`src/sv/lht_pkg.sv`:
```
// Shared types, codes and constants of the line header tokenizer.
package lht_pkg;

    // Token and line limits
    localparam int VERB_CAPACITY = 32;
    localparam int ARG_CAPACITY  = 255;
    localparam int ARG_LIMIT     = 16;

    // Result queue depth default
    localparam int QUEUE_DEPTH = 4;

    // Configuration port
    localparam int PADDR_W = 3;
    localparam int PDATA_W = 32;
    localparam logic [0:0] REG_MAX_LEN = 1'b0;
    localparam logic [15:0] MAX_LEN_RESET = 16'hFFFF;

    // Byte codes
    localparam logic [7:0] CH_NUL   = 8'h00;
    localparam logic [7:0] CH_LF    = 8'h0A;
    localparam logic [7:0] CH_CR    = 8'h0D;
    localparam logic [7:0] CH_SPACE = 8'h20;
    localparam logic [7:0] CH_QUOTE = 8'h22;

    // Input kinds
    localparam logic KIND_BYTE  = 1'b0;
    localparam logic KIND_FLUSH = 1'b1;

    // Result kinds
    localparam logic EV_CHAR    = 1'b0;
    localparam logic EV_SUMMARY = 1'b1;

    typedef enum logic [1:0] {
        PH_BETWEEN = 2'd0,
        PH_PLAIN   = 2'd1,
        PH_QUOTED  = 2'd2,
        PH_ENDED   = 2'd3
    } t_phase;

    typedef enum logic [1:0] {
        ST_OK        = 2'd0,
        ST_UNMATCHED = 2'd1,
        ST_TOO_LONG  = 2'd2
    } t_status;

    typedef struct packed {
        logic        event_res;
        logic [4:0]  token_number;
        logic [7:0]  char_position;
        logic [7:0]  char_value;
        logic        verb_present;
        logic [4:0]  argument_count;
        t_status     status;
    } t_result;

    // One accepted beat's results: r0 always, r1 when two is set
    typedef struct packed {
        logic    two;
        t_result r0;
        t_result r1;
    } t_entry;

endpackage

```
`src/sv/line_header_tokenizer_unit.sv`:
```
// Top level of the line header tokenizer: config register, front, queue, back.
//
//  Channel   Dir  Handshake                  Payload
//  s_axis    in   i_s_axis_tvalid/o_tready   tdata: byte_in; tuser: kind
//  m_axis    out  o_m_axis_tvalid/i_tready   tdata: token..status; tuser: event_res;
//                                            tlast: last
//  apb       in   psel/penable/pwrite        paddr, pwdata, prdata; pready tied high
//
// One input beat is accepted per cycle while the result queue has room; the
// front tokenizes it in that cycle and pushes zero, one or two results as one
// queue entry. The back sends one result beat per cycle while the receiver is
// ready; an item with two results takes two beats. Results pass the queue and
// the back's entry register before the output. Synchronous active-low reset
// clears the line state, the queue and max_line_length (to 65535); no clearing
// pass. An output stall fills the queue, then drops o_s_axis_tready.
module line_header_tokenizer_unit #(
    parameter int QUEUE_DEPTH = lht_pkg::QUEUE_DEPTH
) (
    input  logic                        i_clk,
    input  logic                        i_rst_n,
    // Stream input
    input  logic                        i_s_axis_tvalid,
    output logic                        o_s_axis_tready,
    input  logic [7:0]                  i_s_axis_tdata,  // [7:0] byte_in
    input  logic                        i_s_axis_tuser,  // [0] kind
    // Result output
    output logic                        o_m_axis_tvalid,
    input  logic                        i_m_axis_tready,
    // [4:0] token_number, [12:5] char_position, [20:13] char_value,
    // [21] verb_present, [26:22] argument_count, [28:27] status, [31:29] zero
    output logic [31:0]                 o_m_axis_tdata,
    output logic                        o_m_axis_tuser,  // [0] event_res
    output logic                        o_m_axis_tlast,
    // Configuration
    input  logic                        psel,
    input  logic                        penable,
    input  logic                        pwrite,
    input  logic [lht_pkg::PADDR_W-1:0] paddr,
    input  logic [lht_pkg::PDATA_W-1:0] pwdata,
    output logic [lht_pkg::PDATA_W-1:0] prdata,
    output logic                        pready
);

    logic [15:0]     r_max_len;
    logic            cfg_wr;
    logic            q_push;
    logic            q_full;
    logic            q_valid;
    logic            q_pop;
    lht_pkg::t_entry q_in;
    lht_pkg::t_entry q_out;

    // Register index sits in address bit 2; other indexes are ignored
    assign pready = 1'b1;
    assign cfg_wr = psel && penable && pwrite && pready &&
                    (paddr[2] == lht_pkg::REG_MAX_LEN);
    assign prdata = (paddr[2] == lht_pkg::REG_MAX_LEN) ?
                    {{(lht_pkg::PDATA_W-16){1'b0}}, r_max_len} : '0;

    always_ff @(posedge i_clk) begin
        if (!i_rst_n) begin
            r_max_len <= lht_pkg::MAX_LEN_RESET;
        end else if (cfg_wr) begin
            r_max_len <= pwdata[15:0];
        end
    end

    lht_front u_front (
        .i_clk     (i_clk),
        .i_rst_n   (i_rst_n),
        .i_valid   (i_s_axis_tvalid),
        .o_ready   (o_s_axis_tready),
        .i_kind    (i_s_axis_tuser),
        .i_byte    (i_s_axis_tdata),
        .i_max_len (r_max_len),
        .i_full    (q_full),
        .o_push    (q_push),
        .o_entry   (q_in)
    );

    lht_queue #(
        .DEPTH (QUEUE_DEPTH)
    ) u_queue (
        .i_clk   (i_clk),
        .i_rst_n (i_rst_n),
        .i_push  (q_push),
        .i_entry (q_in),
        .o_full  (q_full),
        .o_valid (q_valid),
        .o_entry (q_out),
        .i_pop   (q_pop)
    );

    lht_back u_back (
        .i_clk    (i_clk),
        .i_rst_n  (i_rst_n),
        .i_valid  (q_valid),
        .i_entry  (q_out),
        .o_pop    (q_pop),
        .o_tvalid (o_m_axis_tvalid),
        .i_tready (i_m_axis_tready),
        .o_tdata  (o_m_axis_tdata),
        .o_tuser  (o_m_axis_tuser),
        .o_tlast  (o_m_axis_tlast)
    );

endmodule

```
`src/sv/lht_front.sv`:
```
// Front part: accepts input beats, tokenizes them and builds result entries.
module lht_front (
    input  logic               i_clk,
    input  logic               i_rst_n,
    input  logic               i_valid,
    output logic               o_ready,
    input  logic               i_kind,
    input  logic [7:0]         i_byte,
    input  logic [15:0]        i_max_len,
    input  logic               i_full,
    output logic               o_push,
    output lht_pkg::t_entry    o_entry
);

    localparam logic [8:0] VERB_CAP9  = 9'(lht_pkg::VERB_CAPACITY);
    localparam logic [8:0] ARG_CAP9   = 9'(lht_pkg::ARG_CAPACITY);
    localparam logic [4:0] ARG_LIMIT5 = 5'(lht_pkg::ARG_LIMIT);

    typedef struct packed {
        lht_pkg::t_phase phase;
        logic [7:0]      char_count;
        logic            verb_seen;
        logic [4:0]      arg_count;
        logic            dropped;
    } t_tok;

    typedef struct packed {
        t_tok             st;
        logic             emit;
        lht_pkg::t_result res;
    } t_tok_out;

    localparam t_tok TOK_CLEAR = '{lht_pkg::PH_BETWEEN, 8'd0, 1'b0, 5'd0, 1'b0};

    // One byte through the token state machine
    function automatic t_tok_out tokenize(t_tok s, logic [7:0] b);
        t_tok_out   o;
        t_tok       t;
        logic       put;
        logic [8:0] cap;
        t   = s;
        put = 1'b0;
        unique case (s.phase)
            lht_pkg::PH_BETWEEN: begin
                if (b == lht_pkg::CH_NUL) begin
                    t.phase   = lht_pkg::PH_ENDED;
                    t.dropped = 1'b0;
                end else if (b != lht_pkg::CH_SPACE) begin
                    t.char_count = 8'd0;
                    if (!t.verb_seen) begin
                        t.verb_seen = 1'b1;
                        t.dropped   = 1'b0;
                    end else if (t.arg_count < ARG_LIMIT5) begin
                        t.arg_count = t.arg_count + 5'd1;
                        t.dropped   = 1'b0;
                    end else begin
                        t.dropped = 1'b1;
                    end
                    if (b == lht_pkg::CH_QUOTE) begin
                        t.phase = lht_pkg::PH_QUOTED;
                    end else begin
                        t.phase = lht_pkg::PH_PLAIN;
                        put     = 1'b1;
                    end
                end
            end
            lht_pkg::PH_PLAIN: begin
                if (b == lht_pkg::CH_NUL) begin
                    t.phase   = lht_pkg::PH_ENDED;
                    t.dropped = 1'b0;
                end else if (b == lht_pkg::CH_SPACE) begin
                    t.phase = lht_pkg::PH_BETWEEN;
                end else begin
                    put = 1'b1;
                end
            end
            lht_pkg::PH_QUOTED: begin
                if (b == lht_pkg::CH_NUL) begin
                    t.phase   = lht_pkg::PH_ENDED;
                    t.dropped = 1'b1;
                end else if (b == lht_pkg::CH_QUOTE) begin
                    t.phase = lht_pkg::PH_BETWEEN;
                end else begin
                    put = 1'b1;
                end
            end
            lht_pkg::PH_ENDED: begin
            end
            default: begin
            end
        endcase
        cap   = (t.arg_count == 5'd0) ? VERB_CAP9 : ARG_CAP9;
        o.emit = 1'b0;
        o.res  = '0;
        if (put && !t.dropped && (({1'b0, t.char_count} + 9'd1) < cap)) begin
            o.emit                 = 1'b1;
            o.res.event_res        = lht_pkg::EV_CHAR;
            o.res.token_number     = t.arg_count;
            o.res.char_position    = t.char_count;
            o.res.char_value       = b;
            t.char_count           = t.char_count + 8'd1;
        end
        o.st = t;
        return o;
    endfunction

    t_tok        r_tok, n_tok;
    logic [15:0] r_line_bytes, n_line_bytes;
    logic        r_pending_cr, n_pending_cr;
    logic        r_ovf, n_ovf;

    t_tok_out    cr_out;
    t_tok        base;
    t_tok_out    byte_out;
    logic [16:0] len_inc;
    logic        accept;
    logic        cr_emit;
    logic        sec_emit;
    lht_pkg::t_result sec_res;
    lht_pkg::t_result sum_res;

    assign o_ready  = !i_full;
    assign accept   = i_valid && o_ready;
    assign cr_out   = tokenize(r_tok, lht_pkg::CH_CR);
    assign base     = r_pending_cr ? cr_out.st : r_tok;
    assign cr_emit  = r_pending_cr && cr_out.emit;
    assign byte_out = tokenize(base, i_byte);
    assign len_inc  = {1'b0, r_line_bytes} + 17'd1;

    always_comb begin
        n_tok        = r_tok;
        n_line_bytes = r_line_bytes;
        n_pending_cr = r_pending_cr;
        n_ovf        = r_ovf;
        sec_emit     = 1'b0;
        sec_res      = '0;
        sum_res      = '0;
        if (accept) begin
            if (i_kind == lht_pkg::KIND_FLUSH) begin
                n_tok        = TOK_CLEAR;
                n_line_bytes = 16'd0;
                n_pending_cr = 1'b0;
                n_ovf        = 1'b0;
            end else if (!r_ovf) begin
                if (i_byte == lht_pkg::CH_LF) begin
                    sec_emit          = 1'b1;
                    sec_res.event_res = lht_pkg::EV_SUMMARY;
                    if (r_tok.phase == lht_pkg::PH_QUOTED ||
                        (r_tok.phase == lht_pkg::PH_ENDED && r_tok.dropped)) begin
                        sec_res.status = lht_pkg::ST_UNMATCHED;
                    end else begin
                        sec_res.verb_present   = r_tok.verb_seen;
                        sec_res.argument_count = r_tok.arg_count;
                        sec_res.status         = lht_pkg::ST_OK;
                    end
                    n_tok        = TOK_CLEAR;
                    n_line_bytes = 16'd0;
                    n_pending_cr = 1'b0;
                end else if (len_inc >= {1'b0, i_max_len}) begin
                    // Too long: drop this byte, report, then ignore until flush
                    sec_emit          = 1'b1;
                    sec_res.event_res = lht_pkg::EV_SUMMARY;
                    sec_res.status    = lht_pkg::ST_TOO_LONG;
                    n_tok             = TOK_CLEAR;
                    n_line_bytes      = 16'd0;
                    n_pending_cr      = 1'b0;
                    n_ovf             = 1'b1;
                end else if (i_byte == lht_pkg::CH_CR) begin
                    n_tok        = base;
                    n_line_bytes = len_inc[15:0];
                    n_pending_cr = 1'b1;
                end else begin
                    n_tok        = byte_out.st;
                    n_line_bytes = len_inc[15:0];
                    n_pending_cr = 1'b0;
                    sec_emit     = byte_out.emit;
                    sec_res      = byte_out.res;
                end
            end
        end
    end

    // Pack the held CR result first, then this byte's result
    logic do_cr;
    assign do_cr = accept && (i_kind == lht_pkg::KIND_BYTE) && !r_ovf &&
                   (i_byte != lht_pkg::CH_LF) && cr_emit;

    always_comb begin
        o_entry = '0;
        o_push  = 1'b0;
        if (do_cr) begin
            o_push     = 1'b1;
            o_entry.r0 = cr_out.res;
            o_entry.r1 = sec_res;
            o_entry.two = sec_emit;
        end else if (sec_emit) begin
            o_push     = 1'b1;
            o_entry.r0 = sec_res;
            o_entry.r1 = sum_res;
            o_entry.two = 1'b0;
        end
    end

    always_ff @(posedge i_clk) begin
        if (!i_rst_n) begin
            r_tok        <= TOK_CLEAR;
            r_line_bytes <= 16'd0;
            r_pending_cr <= 1'b0;
            r_ovf        <= 1'b0;
        end else begin
            r_tok        <= n_tok;
            r_line_bytes <= n_line_bytes;
            r_pending_cr <= n_pending_cr;
            r_ovf        <= n_ovf;
        end
    end

`ifndef ASSERT_OFF
    a_ovf_clean: assert property (@(posedge i_clk) disable iff (!i_rst_n)
        r_ovf |-> (r_tok.phase == lht_pkg::PH_BETWEEN && r_line_bytes == 16'd0 &&
                   !r_pending_cr))
        else $error("line state not cleared while in too-long error");
`endif

endmodule

```
`src/sv/lht_queue.sv`:
```
// Result queue between the tokenizer front and the output back.
module lht_queue #(
    parameter int DEPTH = lht_pkg::QUEUE_DEPTH
) (
    input  logic             i_clk,
    input  logic             i_rst_n,
    input  logic             i_push,
    input  lht_pkg::t_entry  i_entry,
    output logic             o_full,
    output logic             o_valid,
    output lht_pkg::t_entry  o_entry,
    input  logic             i_pop
);

    localparam int PW = (DEPTH > 1) ? $clog2(DEPTH) : 1;
    localparam int CW = $clog2(DEPTH + 1);
    localparam logic [PW-1:0] LAST_PTR = PW'(DEPTH - 1);
    localparam logic [CW-1:0] FULL_CNT = CW'(DEPTH);

    lht_pkg::t_entry r_mem [DEPTH];
    logic [PW-1:0]   r_wr_ptr;
    logic [PW-1:0]   r_rd_ptr;
    logic [CW-1:0]   r_count;
    logic            do_push;
    logic            do_pop;

    assign o_full  = (r_count == FULL_CNT);
    assign o_valid = (r_count != '0);
    assign o_entry = r_mem[r_rd_ptr];
    assign do_push = i_push && !o_full;
    assign do_pop  = i_pop && o_valid;

    always_ff @(posedge i_clk) begin
        if (do_push) begin
            r_mem[r_wr_ptr] <= i_entry;
        end
    end

    always_ff @(posedge i_clk) begin
        if (!i_rst_n) begin
            r_wr_ptr <= '0;
            r_rd_ptr <= '0;
            r_count  <= '0;
        end else begin
            if (do_push) begin
                r_wr_ptr <= (r_wr_ptr == LAST_PTR) ? '0 : r_wr_ptr + PW'(1);
            end
            if (do_pop) begin
                r_rd_ptr <= (r_rd_ptr == LAST_PTR) ? '0 : r_rd_ptr + PW'(1);
            end
            if (do_push && !do_pop) begin
                r_count <= r_count + CW'(1);
            end else if (do_pop && !do_push) begin
                r_count <= r_count - CW'(1);
            end
        end
    end

`ifndef ASSERT_OFF
    a_count_bound: assert property (@(posedge i_clk) disable iff (!i_rst_n)
        r_count <= FULL_CNT)
        else $error("queue count beyond depth");
    a_push_full: assert property (@(posedge i_clk) disable iff (!i_rst_n)
        (i_push && o_full && !i_pop) |=> o_full)
        else $error("queue left full state without a pop");
`endif

endmodule

```
`src/sv/lht_back.sv`:
```
// Back part: holds one queue entry and sends its results as output beats.
module lht_back (
    input  logic             i_clk,
    input  logic             i_rst_n,
    input  logic             i_valid,
    input  lht_pkg::t_entry  i_entry,
    output logic             o_pop,
    output logic             o_tvalid,
    input  logic             i_tready,
    output logic [31:0]      o_tdata,
    output logic             o_tuser,
    output logic             o_tlast
);

    lht_pkg::t_entry  r_ent;
    logic             r_have;
    logic             r_idx;
    lht_pkg::t_result cur;
    logic             beat;

    assign cur      = r_idx ? r_ent.r1 : r_ent.r0;
    assign o_tvalid = r_have;
    assign o_tlast  = (r_idx == r_ent.two);
    assign o_tuser  = cur.event_res;
    assign o_tdata  = {3'b000, cur.status, cur.argument_count, cur.verb_present,
                       cur.char_value, cur.char_position, cur.token_number};
    assign beat     = r_have && i_tready;
    assign o_pop    = i_valid && (!r_have || (beat && o_tlast));

    always_ff @(posedge i_clk) begin
        if (o_pop) begin
            r_ent <= i_entry;
        end
    end

    always_ff @(posedge i_clk) begin
        if (!i_rst_n) begin
            r_have <= 1'b0;
            r_idx  <= 1'b0;
        end else if (o_pop) begin
            r_have <= 1'b1;
            r_idx  <= 1'b0;
        end else if (beat) begin
            if (o_tlast) begin
                r_have <= 1'b0;
                r_idx  <= 1'b0;
            end else begin
                r_idx <= 1'b1;
            end
        end
    end

`ifndef ASSERT_OFF
    a_summary_last: assert property (@(posedge i_clk) disable iff (!i_rst_n)
        (o_tvalid && o_tuser == lht_pkg::EV_SUMMARY) |-> o_tlast)
        else $error("line summary not marked as last beat");
`endif

endmodule

```
`config.mk`:
```
export PLATFORM = sky130hd
export DESIGN_NAME = line_header_tokenizer_unit
export DESIGN_NICKNAME = d
export VERILOG_FILES = /design/src/sv/lht_pkg.sv /design/src/sv/line_header_tokenizer_unit.sv /design/src/sv/lht_front.sv /design/src/sv/lht_queue.sv /design/src/sv/lht_back.sv
export SDC_FILE = /design/constraint.sdc
export NUM_CORES = 1
export LEC_CHECK = 0
export BUFFER_PORTS_ARGS = -buffer_cell sky130_fd_sc_hd__buf_2
export CORE_ASPECT_RATIO = 1.5
export CORE_MARGIN = 5
export CORE_UTILIZATION = 60
export DETAILED_ROUTE_END_ITERATION = 8
export PLACE_DENSITY = 0.76
export SETUP_SLACK_MARGIN = 0.1
export SLEW_MARGIN = 20
export SYNTH_ARGS = -nofsm -noshare
export SYNTH_HDL_FRONTEND = slang
export SYNTH_SLANG_ARGS = --single-unit
```
`constraint.sdc`:
```
create_clock -name i_clk -period 10.43 [get_ports i_clk]
set_clock_uncertainty 0.1 [all_clocks]
set_input_delay 1.043 -clock i_clk [delete_from_list [all_inputs] [get_ports i_clk]]
set_output_delay 1.043 -clock i_clk [all_outputs]
set_load 0.05 [all_outputs]
```
==> summary.md <==
### Clocking
- **Clock Root Buffer** sky130_fd_sc_hd__clkbuf_16
- **CTS clock-pin slew for the worst setup and hold paths** 0.07 ns
- **count of hold-fix buffers inserted at cts** 0
- **buffers inserted by post-CTS timing repair** 0
- **total number of H-tree levels** 1
- **clock network latency to the later pin of the worst-skew pair** 0.56 ns
- **worst-case clock buffer depth** 3
- **total clock buffers created by CTS** 31
- **number of sinks driven by the clock tree** 365
- **post_cts resized** 0
- **clock tree from TritonCTS** yes

### Drt
- **Detailed Routing Iterations Pass 1** 7
- **drc violations** 0
- **Initial DRC Count** 799
- **via count** 10007
- **Avg WL per Cell** 21.1 um
- **total met3 wirelength after detailed routing** 1.89 mm
- **per-cell via count in the routed design** 6.05
- **Max Used Layer** met4
- **aggregate routed wire length** 34.9 mm
- **number of nets with antenna violations after routing** 0
- **routed length on met2** 18.3 mm
- **Routed met1 length** 13.4 mm

### Global route
- **number of global-route vias before repair** 10200
- **first-pass GRT wire length** 55.1 mm
- **all-layer global routing usage** 22.4%
- **Overflow after GRT** 0
- **number of antenna violations at the first check in global routing** 0
- **largest net degree at the start of global routing** 64

### Critical path
- **Critical Path Source Type** flip-flop
- **Worst EP arrival** 9.79 ns
- **maximum single-stage delay on the critical path** 0.91 ns
- **kind of critical path** reg -> reg
- **Slowest cell on crit path** sky130_fd_sc_hd__a211oi_2
- **Worst Path Required** 10.81 ns
- **worst r2r dst** u_queue.r_count[2]
- **startpoint of the worst-slack reg-to-reg timing path** u_front.r_tok[16]
- **element type at the critical path end** flip-flop
- **crit-path max FO** 17
- **number of cell instances on the worst register-to-register path** 36
- **slack of the worst reg-to-reg path** 1.02 ns

### Placed design
- **pre-CTS setup slack** 1.14 ns
- **post-detail-place hpwl** 22.5 mm
- **Routability Congestion** 0.929
- **count of port buffers added during placement** 81

### Min path
- **WHS Endpoint** u_queue.r_wr_ptr[1]
- **worst hold-check path type** reg -> reg
- **number of instances on the worst hold path** 2
- **launch instance of the worst min-delay path** u_queue.r_wr_ptr[1]

### Floorplan
- **top-level I/O count** 120
- **height of the die** 214 um
- **Horiz. Die Dim** 146 um
- **Initial Utilization** 60.8%
- **Core Rows** 74
- **area inside the core boundary** 0.0273 sq mm
- **full die area** 0.0312 sq mm

### Logic synthesis
- **sequential element share of the synthesized area** 62.4%
- **most used standard cells in the synthesized netlist** sky130_fd_sc_hd__edfxtp_1, sky130_fd_sc_hd__nand2_1, sky130_fd_sc_hd__nor2_1
- **primary flip-flop cell chosen by synthesis mapping** sky130_fd_sc_hd__edfxtp_1
- **per-instance average area after synthesis** 13.9 sq um
- **Syn Inst Count** 1198
- **post-synth top area share** 55.2%
- **cell type contributing the most total cell area after synthesis** sky130_fd_sc_hd__edfxtp_1
- **number of flops mapped to enable cells by yosys** 305
- **FFs w/ async S/R, synth** 0%
- **synthesized area** 0.0166 sq mm
- **number of distinct standard cells referenced by the synthesized netlist** 74
- **count of state elements after synthesis** 365
- **warnings from Yosys** 0
- **cell with the most instances after synthesis** sky130_fd_sc_hd__edfxtp_1
- **cell types with the largest area share after synthesis** sky130_fd_sc_hd__edfxtp_1, sky130_fd_sc_hd__mux4_2, sky130_fd_sc_hd__dfxtp_1

### Finish
- **share of cells above drive strength 1** 19.2%
- **count of antenna diodes in the layout** 0
- **final design utilization** 67.4%
- **net count of the finished layout** 1379
- **area growth from synthesis to layout** 10.9%

### Pwr
- **static leakage power** 0.00660 uW
- **peak supply drop** 0.151 mV
- **PD cells** 222 mW/mm^2
- **Power Total** 4080 uW

### Timing
- **final worst-path setup slack** 1.02 ns
- **final setup TNS** 0 ns
- **Final Max Tran Viols** 0
- **Final min period** 9.41 ns
- **worst hold slack** 0.414 ns
- **unrepaired setup endpoints after global routing** false
- **worst max-slew margin expressed relative to the limit** 29.6%
- **ratio of final minimum period to clock period** 90.2%
- **final number of setup-violating endpoints** 0
- **transition time at the pin with the least slew margin** 1.05 ns
- **top achievable clock speed** 0.106 GHz
- **hold violation total from the final report** 0

### Outcome
- **result of the run** finished, final reports clean

### Flow run
- **Max Cap Viol** 0

final cells by class:
class / instances / area [sq um]
Clock buffer: 35 / 791
Timing Repair Buffer: 98 / 583
Fill cell: 1912 / 8900
Sequential cell: 365 / 10400
Inverter: 30 / 113
Tap cell: 342 / 428
Multi-Input combinational cell: 763 / 5890
Clock inverter: 21 / 240
worst max-delay path: cells and delay by family (launching register included):
kind,cells,cell delay (ns)
buf+inv,3,0.26
flops,1,0.69
compound gates,9,2.87
simple gates,14,2.82
fa+ha+maj,6,1.74
mux,1,0.42
xor+xnor,3,0.43
worst max path at each step:
stage,from,to,slack [ns],cells after the start
finish,u_front.r_tok[16],u_queue.r_count[2],1.02,36
global route,u_front.r_tok[16],u_queue.r_count[2],0.45,36
CTS,u_front.r_tok[16],u_queue.r_count[2],1.04,36
detailed placement,u_front.r_tok[16],u_queue.r_count[2],1.14,36
global placement,u_front.r_tok[16],u_queue.r_count[2],1.45,36
floorplan,u_front.r_tok[15],u_queue.r_mem[0][0],2.61,34
per-layer routing:
layer / global-route usage (%) / vias to the layer above
li1: - / 4680
met1: 26.9 / 4951
met2: 41.1 / 301
met3: 3.21 / 75
met4: 9.18 / 0
met5: 0 / -
cell usage in the layout, fill, tap and decap left out, drive strengths merged, types with 7 or more instances in the layout:
cell type and n:
and2 25, nand3b 9, conb 48, and3 30, nor2 74, clkbuf 35, nand4 7, nor3 23
dfxtp 60, a21boi 12, inv 32, xnor2 24, a22oi 11, nor2b 23, clkinv 13, mux2i 12
a21o 8, edfxtp 305, mux2 33, xor2 15, ha 38, o22ai 7, nand3 26, mux4 61
nand2 101, o21ai 46, buf 98, o211ai 19, a21oi 34
per-stage QoR:
step | cell area [sq um] | instances
3_5_place_dp | 17400 | 1598
2_1_floorplan | 16800 | 1244
4_1_cts | 18400 | 1654
5_1_grt | 18400 | 1654
3_3_place_gp | 17400 | 1598
6_report | 18400 | 1654
sequential cells by signal, summed over array words and instances (netlist names):
signal / flops
r_max_len: 16
u_queue.r_wr_ptr: 2
u_queue.r_count: 3
u_queue.r_rd_ptr: 2
u_back.r_ent: 61
u_front.r_pending_cr: 1
u_front.r_ovf: 1
u_front.r_tok: 17
u_front.r_line_bytes: 16
u_back.o_tvalid: 1
u_back.r_idx: 1
u_queue.r_mem: 244
cells by family after synthesis:
kind of cell / Yosys count / share of synthesized area, %
fa+ha+maj: 39 / 2.98
other cells: 2 / 0.0452
flops: 365 / 62.4
mux: 106 / 11.2
compound gates: 186 / 7.57
xor+xnor: 39 / 2.06
simple gates: 345 / 10.4
buf+inv: 116 / 3.29
power breakdown:
group	leakage, uW	internal (uW)	switching, uW
Sequential	0.00332	1820	68.9
Clock	0.000501	670	502
Combinational	0.00278	341	676
Power figures use the tool's default switching activity.
